===== config.mk =====
export PLATFORM = sky130hd
export DESIGN_NAME = integer_list_text_parser
export DESIGN_NICKNAME = d
export VERILOG_FILES = /design/src/design/ilp_pkg.sv /design/src/design/ilp_core.sv /design/src/design/ilp_out_fifo.sv /design/src/design/integer_list_text_parser.sv
export SDC_FILE = /design/constraint.sdc
export NUM_CORES = 1
export LEC_CHECK = 0
export BUFFER_PORTS_ARGS = -buffer_cell sky130_fd_sc_hd__buf_2
export CORE_MARGIN = 2
export CORE_UTILIZATION = 45
export CTS_BUF_LIST = sky130_fd_sc_hd__clkbuf_8
export CTS_CLUSTER_SIZE = 14
export DETAILED_ROUTE_END_ITERATION = 6
export SYNTH_ARGS = -nofsm -noshare
export SYNTH_HDL_FRONTEND = slang
export SYNTH_HIERARCHICAL = 1
export SYNTH_SLANG_ARGS = --single-unit

===== constraint.sdc =====
create_clock -name clk -period 10.2 [get_ports clk]
set_clock_uncertainty 0.2 [all_clocks]
set_input_delay 2.04 -clock clk [delete_from_list [all_inputs] [get_ports clk]]
set_output_delay 2.04 -clock clk [all_outputs]
set_load 0.1 [all_outputs]

===== src/design/ilp_pkg.sv =====
`default_nettype none

package ilp_pkg;

  // Most values taken from one string, and most characters of a token that count.
  localparam int unsigned LIST_LIMIT  = 64;
  localparam int unsigned TOKEN_CHARS = 31;

  localparam int unsigned CNT_W = $clog2(LIST_LIMIT + 1);
  localparam int unsigned IDX_W = 6;
  localparam int unsigned LEN_W = $clog2(TOKEN_CHARS + 1);
  localparam int unsigned VAL_W = 32;

  localparam logic [7:0] CH_NUL   = 8'h00;
  localparam logic [7:0] CH_TAB   = 8'h09;
  localparam logic [7:0] CH_CR    = 8'h0D;
  localparam logic [7:0] CH_SPACE = 8'h20;
  localparam logic [7:0] CH_COMMA = 8'h2C;
  localparam logic [7:0] CH_SEMI  = 8'h3B;
  localparam logic [7:0] CH_ZERO  = 8'h30;
  localparam logic [7:0] CH_NINE  = 8'h39;
  localparam logic [7:0] CH_UC_A  = 8'h41;
  localparam logic [7:0] CH_UC_F  = 8'h46;
  localparam logic [7:0] CH_UC_X  = 8'h58;
  localparam logic [7:0] CH_LC_A  = 8'h61;
  localparam logic [7:0] CH_LC_F  = 8'h66;
  localparam logic [7:0] CH_LC_X  = 8'h78;

  typedef enum logic [2:0] {
    DEC_SKIP   = 3'b001,
    DEC_DIGITS = 3'b010,
    DEC_STOP   = 3'b100
  } dec_phase_t;

  typedef struct packed {
    logic             value_valid;
    logic [VAL_W-1:0] value;
    logic [IDX_W-1:0] value_index;
    logic             done_res;
    logic [CNT_W-1:0] value_count;
  } ilp_result_t;

endpackage

`default_nettype wire


===== src/design/ilp_core.sv =====
`default_nettype none

module ilp_core (
  input  wire logic                       clk,
  input  wire logic                       rst_n,
  input  wire logic                       cfg_wr_en,
  input  wire logic [ilp_pkg::CNT_W-1:0]  cfg_wr_data,
  input  wire logic                       in_valid,
  output logic                            in_ready,
  input  wire logic                       in_action,
  input  wire logic [7:0]                 in_character,
  input  wire logic                       q_full,
  output logic                            res_push,
  output ilp_pkg::ilp_result_t            res_data
);

  logic [ilp_pkg::CNT_W-1:0]   max_r;
  logic                        in_valid_r;
  logic                        in_action_r;
  logic [7:0]                  in_char_r;

  logic                        list_phase_r,  list_phase_nxt;
  logic [ilp_pkg::LEN_W-1:0]   token_len_r,   token_len_nxt;
  logic                        hex_mode_r,    hex_mode_nxt;
  ilp_pkg::dec_phase_t         dec_phase_r,   dec_phase_nxt;
  logic                        hex_stopped_r, hex_stopped_nxt;
  logic                        first_zero_r,  first_zero_nxt;
  logic [ilp_pkg::VAL_W-1:0]   acc_r,         acc_nxt;
  logic [ilp_pkg::CNT_W-1:0]   count_r,       count_nxt;

  logic [ilp_pkg::CNT_W-1:0]   lim;
  logic                        is_end;
  logic                        is_dig;
  logic                        is_ws;
  logic                        is_hex;
  logic [3:0]                  nibble;
  logic [ilp_pkg::VAL_W-1:0]   dec_acc;
  ilp_pkg::dec_phase_t         dec_phase;
  logic                        fire;
  ilp_pkg::ilp_result_t        res;
  logic                        res_valid;

  always_comb begin
    is_dig = (in_char_r >= ilp_pkg::CH_ZERO) && (in_char_r <= ilp_pkg::CH_NINE);
    is_ws  = (in_char_r == ilp_pkg::CH_SPACE) ||
             ((in_char_r >= ilp_pkg::CH_TAB) && (in_char_r <= ilp_pkg::CH_CR));
    nibble = 4'd0;
    is_hex = 1'b1;
    if (is_dig) begin
      nibble = 4'(in_char_r - ilp_pkg::CH_ZERO);
    end else if ((in_char_r >= ilp_pkg::CH_LC_A) && (in_char_r <= ilp_pkg::CH_LC_F)) begin
      nibble = 4'(in_char_r - ilp_pkg::CH_LC_A + 8'd10);
    end else if ((in_char_r >= ilp_pkg::CH_UC_A) && (in_char_r <= ilp_pkg::CH_UC_F)) begin
      nibble = 4'(in_char_r - ilp_pkg::CH_UC_A + 8'd10);
    end else begin
      is_hex = 1'b0;
    end
  end

  // Outcome of a decimal character, taken from the current decimal state.
  always_comb begin
    dec_acc   = acc_r;
    dec_phase = dec_phase_r;
    case (dec_phase_r)
      ilp_pkg::DEC_SKIP: begin
        if (!is_ws) begin
          if (is_dig) begin
            dec_acc   = {28'd0, nibble};
            dec_phase = ilp_pkg::DEC_DIGITS;
          end else begin
            dec_phase = ilp_pkg::DEC_STOP;
          end
        end
      end
      ilp_pkg::DEC_DIGITS: begin
        if (is_dig) begin
          dec_acc = (acc_r << 3) + (acc_r << 1) + {28'd0, nibble};
        end else begin
          dec_phase = ilp_pkg::DEC_STOP;
        end
      end
      default: begin
      end
    endcase
  end

  always_comb begin
    list_phase_nxt  = list_phase_r;
    token_len_nxt   = token_len_r;
    hex_mode_nxt    = hex_mode_r;
    dec_phase_nxt   = dec_phase_r;
    hex_stopped_nxt = hex_stopped_r;
    first_zero_nxt  = first_zero_r;
    acc_nxt         = acc_r;
    count_nxt       = count_r;
    res             = '0;
    res_valid       = 1'b0;

    lim    = (max_r < ilp_pkg::CNT_W'(ilp_pkg::LIST_LIMIT)) ?
             max_r : ilp_pkg::CNT_W'(ilp_pkg::LIST_LIMIT);
    is_end = in_action_r || (in_char_r == ilp_pkg::CH_NUL);

    if (is_end) begin
      res_valid    = 1'b1;
      res.done_res = 1'b1;
      if (list_phase_r && (count_r < lim)) begin
        res.value_valid = 1'b1;
        res.value       = acc_r;
        res.value_index = count_r[ilp_pkg::IDX_W-1:0];
        res.value_count = count_r + 1'b1;
      end else begin
        res.value_count = count_r;
      end
      count_nxt = '0;
    end else if (count_r >= lim) begin
      // The limit is reached: the rest of the string is ignored.
    end else if (!list_phase_r && ((in_char_r == ilp_pkg::CH_SPACE) ||
                 (in_char_r == ilp_pkg::CH_TAB) || (in_char_r == ilp_pkg::CH_COMMA))) begin
    end else if (list_phase_r && (in_char_r == ilp_pkg::CH_COMMA)) begin
      res_valid       = 1'b1;
      res.value_valid = 1'b1;
      res.value       = acc_r;
      res.value_index = count_r[ilp_pkg::IDX_W-1:0];
      count_nxt       = count_r + 1'b1;
    end else begin
      list_phase_nxt = 1'b1;
      if (token_len_r < ilp_pkg::LEN_W'(ilp_pkg::TOKEN_CHARS)) begin
        token_len_nxt = token_len_r + 1'b1;
        if (token_len_r == '0) begin
          first_zero_nxt = (in_char_r == ilp_pkg::CH_ZERO);
          acc_nxt        = dec_acc;
          dec_phase_nxt  = dec_phase;
        end else if ((token_len_r == ilp_pkg::LEN_W'(1)) && first_zero_r &&
                     ((in_char_r == ilp_pkg::CH_LC_X) || (in_char_r == ilp_pkg::CH_UC_X))) begin
          hex_mode_nxt    = 1'b1;
          acc_nxt         = '0;
          hex_stopped_nxt = 1'b0;
        end else if (hex_mode_r) begin
          if (!hex_stopped_r) begin
            if (in_char_r == ilp_pkg::CH_SEMI) begin
              hex_stopped_nxt = 1'b1;
            end else if (is_hex) begin
              acc_nxt = {acc_r[ilp_pkg::VAL_W-5:0], nibble};
            end
          end
        end else begin
          acc_nxt       = dec_acc;
          dec_phase_nxt = dec_phase;
        end
      end
    end

    // A finished token or the end of a string starts the next token afresh.
    if (res_valid) begin
      list_phase_nxt  = 1'b0;
      token_len_nxt   = '0;
      hex_mode_nxt    = 1'b0;
      dec_phase_nxt   = ilp_pkg::DEC_SKIP;
      hex_stopped_nxt = 1'b0;
      first_zero_nxt  = 1'b0;
      acc_nxt         = '0;
    end
  end

  assign fire     = in_valid_r && (!res_valid || !q_full);
  assign in_ready = !in_valid_r || fire;
  assign res_push = fire && res_valid;
  assign res_data = res;

  always_ff @(posedge clk) begin
    if (!rst_n) begin
      max_r      <= ilp_pkg::CNT_W'(ilp_pkg::LIST_LIMIT);
      in_valid_r <= 1'b0;
    end else begin
      if (cfg_wr_en) begin
        max_r <= cfg_wr_data;
      end
      if (in_ready) begin
        in_valid_r <= in_valid;
      end
    end
  end

  always_ff @(posedge clk) begin
    if (in_valid && in_ready) begin
      in_action_r <= in_action;
      in_char_r   <= in_character;
    end
  end

  always_ff @(posedge clk) begin
    if (!rst_n) begin
      list_phase_r  <= 1'b0;
      token_len_r   <= '0;
      hex_mode_r    <= 1'b0;
      dec_phase_r   <= ilp_pkg::DEC_SKIP;
      hex_stopped_r <= 1'b0;
      first_zero_r  <= 1'b0;
      acc_r         <= '0;
      count_r       <= '0;
    end else if (fire) begin
      list_phase_r  <= list_phase_nxt;
      token_len_r   <= token_len_nxt;
      hex_mode_r    <= hex_mode_nxt;
      dec_phase_r   <= dec_phase_nxt;
      hex_stopped_r <= hex_stopped_nxt;
      first_zero_r  <= first_zero_nxt;
      acc_r         <= acc_nxt;
      count_r       <= count_nxt;
    end
  end

`ifndef NO_ASSERTIONS
  a_count_bound: assert property (@(posedge clk) disable iff (!rst_n)
    count_r <= ilp_pkg::CNT_W'(ilp_pkg::LIST_LIMIT))
    else $error("value count passed the list limit");

  a_end_clears: assert property (@(posedge clk) disable iff (!rst_n)
    fire && is_end |=> (count_r == '0) && !list_phase_r && (acc_r == '0))
    else $error("end of string left parse state behind");

  a_hex_in_token: assert property (@(posedge clk) disable iff (!rst_n)
    hex_mode_r |-> list_phase_r && (token_len_r >= ilp_pkg::LEN_W'(2)))
    else $error("hex mode outside a token");

  a_no_push_full: assert property (@(posedge clk) disable iff (!rst_n)
    res_push |-> !q_full)
    else $error("result pushed into a full queue");
`endif

endmodule

`default_nettype wire


===== src/design/ilp_out_fifo.sv =====
`default_nettype none

module ilp_out_fifo (
  input  wire logic                  clk,
  input  wire logic                  rst_n,
  input  wire logic                  push,
  input  ilp_pkg::ilp_result_t       push_data,
  output logic                       full,
  output logic                       out_valid,
  input  wire logic                  out_ready,
  output ilp_pkg::ilp_result_t       out_data
);

  ilp_pkg::ilp_result_t  mem [2];
  logic                  wr_ptr_r;
  logic                  rd_ptr_r;
  logic [1:0]            count_r, count_nxt;
  logic                  pop;

  assign full      = (count_r == 2'd2);
  assign out_valid = (count_r != 2'd0);
  assign out_data  = mem[rd_ptr_r];
  assign pop       = out_valid && out_ready;

  always_comb begin
    count_nxt = count_r + {1'b0, push} - {1'b0, pop};
  end

  always_ff @(posedge clk) begin
    if (!rst_n) begin
      wr_ptr_r <= 1'b0;
      rd_ptr_r <= 1'b0;
      count_r  <= 2'd0;
    end else begin
      if (push) begin
        wr_ptr_r <= !wr_ptr_r;
      end
      if (pop) begin
        rd_ptr_r <= !rd_ptr_r;
      end
      count_r <= count_nxt;
    end
  end

  always_ff @(posedge clk) begin
    if (push) begin
      mem[wr_ptr_r] <= push_data;
    end
  end

`ifndef NO_ASSERTIONS
  a_count_range: assert property (@(posedge clk) disable iff (!rst_n)
    count_r != 2'd3)
    else $error("result queue count out of range");

  a_ptr_track: assert property (@(posedge clk) disable iff (!rst_n)
    (count_r == 2'd1) |-> (wr_ptr_r != rd_ptr_r))
    else $error("queue pointers disagree with the count");

  a_ptr_even: assert property (@(posedge clk) disable iff (!rst_n)
    ((count_r == 2'd0) || (count_r == 2'd2)) |-> (wr_ptr_r == rd_ptr_r))
    else $error("queue pointers disagree with the count");
`endif

endmodule

`default_nettype wire


===== src/design/integer_list_text_parser.sv =====
// A character accepted into the input register is parsed from there in a single pass; its
// transaction, if any, is written into the result queue and offered on the result port.
// Throughput: one character per cycle, except while a result waits on a full result queue.
// A two-entry result queue lets input keep flowing while a result waits.
// Reset (synchronous, rst_n low): parse state and counts clear, the value limit returns to 64.
`default_nettype none

module integer_list_text_parser (
  input  wire logic                       clk,
  input  wire logic                       rst_n,
  input  wire logic                       cfg_wr_en,
  input  wire logic [ilp_pkg::CNT_W-1:0]  cfg_wr_data,
  input  wire logic                       in_valid,
  output logic                            in_ready,
  input  wire logic                       in_action,
  input  wire logic [7:0]                 in_character,
  output logic                            out_valid,
  input  wire logic                       out_ready,
  output logic                            out_value_valid,
  output logic [ilp_pkg::VAL_W-1:0]       out_value,
  output logic [ilp_pkg::IDX_W-1:0]       out_value_index,
  output logic                            out_done_res,
  output logic [ilp_pkg::CNT_W-1:0]       out_value_count
);

  logic                  q_full;
  logic                  res_push;
  ilp_pkg::ilp_result_t  res_data;
  ilp_pkg::ilp_result_t  out_data;

  ilp_core u_core (
    .clk          (clk),
    .rst_n        (rst_n),
    .cfg_wr_en    (cfg_wr_en),
    .cfg_wr_data  (cfg_wr_data),
    .in_valid     (in_valid),
    .in_ready     (in_ready),
    .in_action    (in_action),
    .in_character (in_character),
    .q_full       (q_full),
    .res_push     (res_push),
    .res_data     (res_data)
  );

  ilp_out_fifo u_out_fifo (
    .clk       (clk),
    .rst_n     (rst_n),
    .push      (res_push),
    .push_data (res_data),
    .full      (q_full),
    .out_valid (out_valid),
    .out_ready (out_ready),
    .out_data  (out_data)
  );

  assign out_value_valid = out_data.value_valid;
  assign out_value       = out_data.value;
  assign out_value_index = out_data.value_index;
  assign out_done_res    = out_data.done_res;
  assign out_value_count = out_data.value_count;

endmodule

`default_nettype wire

==> impl_results.md <==
- Status: complete, no violations
- Synth Instances: 910
- Setup-failing EPs final: 0
- Initial antenna violation count: 2
- Clk buf depth: 2
- Static leakage: 4.24 nW
- Clock-pin slew on the worst setup and hold paths: 0.10 ns
- Worst Max-Slew Pin Slew: 1.01 ns
- Max Freq: 190 MHz
- Largest net degree at the start of global routing: 48
- Vias in the first global route: 6624
- DP HPWL: 15.3 mm
- Number of synthesized flops with an enable pin: 103
- Post-CTS sizing: 0
- Drt drc: 0
- Max Transition Viols Final: 0
- CTS root buffer: clkbuf_8
- Register area share after synthesis: 0.454
- Min-Delay Path Class: reg -> reg
- Post-synth cell types: 79
- First-pass GRT wire length: 35.6 mm
- Final cell utilization of the core: 0.506
- Relative slew slack: 0.321
- Top FF cell, synth: edfxtp_1
- Yosys warns: 6
- Antenna-violating nets left: 0
- Die height: 150 µm
- Starting Density: 0.459
- Avg Cell Area, Syn: 10.6 µm²
- Total grt overflow: 0
- Final period utilization: 0.516
- Total Wirelength: 21.9 mm
- Total setup buffers inserted after CTS: 0
- PwrDens: 175 nW/µm²
- Die X: 150 µm
- Final hold violation count: 0
- Worst EP arrival: 3.03 ns
- Tmin final: 5.27 ns
- DR pass1 iterations: 4
- IO buf count: 69
- Clk Latency, worst-skew pair: 0.47 ns
- Post-DR wirelength/cell: 17.4 µm
- Core area: 21000 µm²
- Synth cell count leaders: 103 x edfxtp_1, 76 x ha_1, 65 x nand2_1
- Row count: 53
- Clock Sinks: 167
- H-tree levels: 4
- CTS tree: built
- #FFs+latches synth: 167
- Post-Route Setup TNS: 0 ns
- Vias/cell: 5.61
- VDD IR max: 0.0000850 V
- Unrepaired setup endpoints after global routing: false
- Final net count: 1069
- Io pins: 70
- Startpoint Class: flip-flop
- Syn Nets: 1009
- Maxcap violations: 0
- Post-Syn Area: 9640 µm²
- Setup CP Type: reg -> out
- Initial drt markers: 498
- Area delta synth->final: 10.4%
- Layout cells sized above 1: 0.187
- CTS buffer count: 17
- CP Capture Type: primary output
- Largest fanout on the critical path: 17
- Hold Buf Count CTS: 0
- Area contributors post-synth: edfxtp_1 32%, dfxtp_1 13%, ha_1 9.9%
- Required @ worst endpoint: 7.96 ns
- Vias: 7053
- Gr usage total: 0.202
- Post-synth ARST share: 0
- Die ar.: 22600 µm²
- Most frequent cell after synthesis: edfxtp_1
- GPL Wtd Cong: 0.861
- Top cell type's share of synthesized area: 0.321
- Largest area contributor in the synthesized netlist: edfxtp_1
- Antenna Cells: 0
==> cell type report <==
| class | count | area (µm²) |
|---|---|---|
| clock buffer | 17 | 234 |
| clock inverter | 15 | 186 |
| fill | 1909 | 10400 |
| inverter | 26 | 97.6 |
| multi-input combinational | 682 | 5010 |
| sequential | 167 | 4380 |
| tap | 275 | 344 |
| timing repair buffer | 76 | 398 |
==> worst paths after layout <==
check	startpoint	endpoint	slack, ns	cells after the start
min	u_out_fifo/rd_ptr_r$_SDFFE_PN0P_	flip-flop	0.29	2
max	u_core/in_char_r[0]$_DFFE_PP_	in_ready	4.93	6
min reg2reg	u_out_fifo/rd_ptr_r$_SDFFE_PN0P_	flip-flop	0.29	2
max reg2reg	u_core/in_char_r[1]$_DFFE_PP_	u_core/acc_r[31]$_SDFFE_PN0P_	5.26	18
==> metrics by stage <==
step	total power, mW	area [µm²]	worst slack, ns	std cells	hold WS, ns
after floorplan	1.29	9640	5.23	910	0.252
after global placement	1.36	10200	5.48	1226	0.253
after detailed placement	1.37	10200	5.37	1226	0.276
after CTS	1.88	10600	4.89	1258	0.290
after global routing	1.93	10600	4.69	1258	0.327
final	1.86	10600	4.93	1258	0.289
==> cell families after synthesis <==
| logic type | count (synthesis) | synth area share |
|---|---|---|
| AO/OA/AOI/OAI | 239 | 0.163 |
| XOR/XNOR | 32 | 0.0305 |
| adder cells (fa/ha/maj) | 78 | 0.103 |
| buffers and inverters | 61 | 0.0284 |
| flip-flops | 167 | 0.454 |
| multiplexers | 56 | 0.0760 |
| AND/OR/NAND/NOR | 277 | 0.146 |
==> sequential cells by signal, indices dropped and copies added, names as in the netlist, 2 cells and up, named ones only <==
register,cells
u_core/dec_phase_r,3
u_out_fifo/count_r,2
u_core/token_len_r,5
u_core/count_r,7
u_core/in_char_r,8
u_core/acc_r,32
u_core/max_r,7
u_out_fifo/mem,94
==> report_power, final <==
part	leakage, nW	switching (mW)	internal, mW
combinational	2.58	0.443	0.141
sequential	1.44	0.0211	0.743
clock	0.217	0.264	0.248
total	4.24	0.728	1.13
==> per-layer routing <==
metal,routed length (µm),GRT usage
met5,0,0
met4,324,0.0618
met3,923,0.0288
met2,9630,0.305
met1,11000,0.299
==> cells in the final DEF, fill, tap and decap left out, types with 9 or more instances in the layout <==
cell,instances
nor2b_1,15
mux2_4,30
edfxtp_1,103
a22oi_1,18
nand2b_1,13
a21oi_1,63
nor3_1,13
nand4_1,10
nand3_1,17
xnor2_1,22
inv_1,25
nor2_1,61
clkbuf_8,17
xor2_1,9
buf_2,69
and2_1,49
or3_1,11
mux2_2,18
ha_1,76
nand2_1,65
dfxtp_1,63
a21o_1,20
o21ai_0,52
==> worst max-delay path: stages (launching register included) <==
cell and delay (ns):
edfxtp_1 0.48, inv_1 0.11, ha_1 0.26, a31oi_2 0.62
nand2_2 0.42, nand3_1 0.22, buf_2 0.45
(Power assumes the default switching activity.)
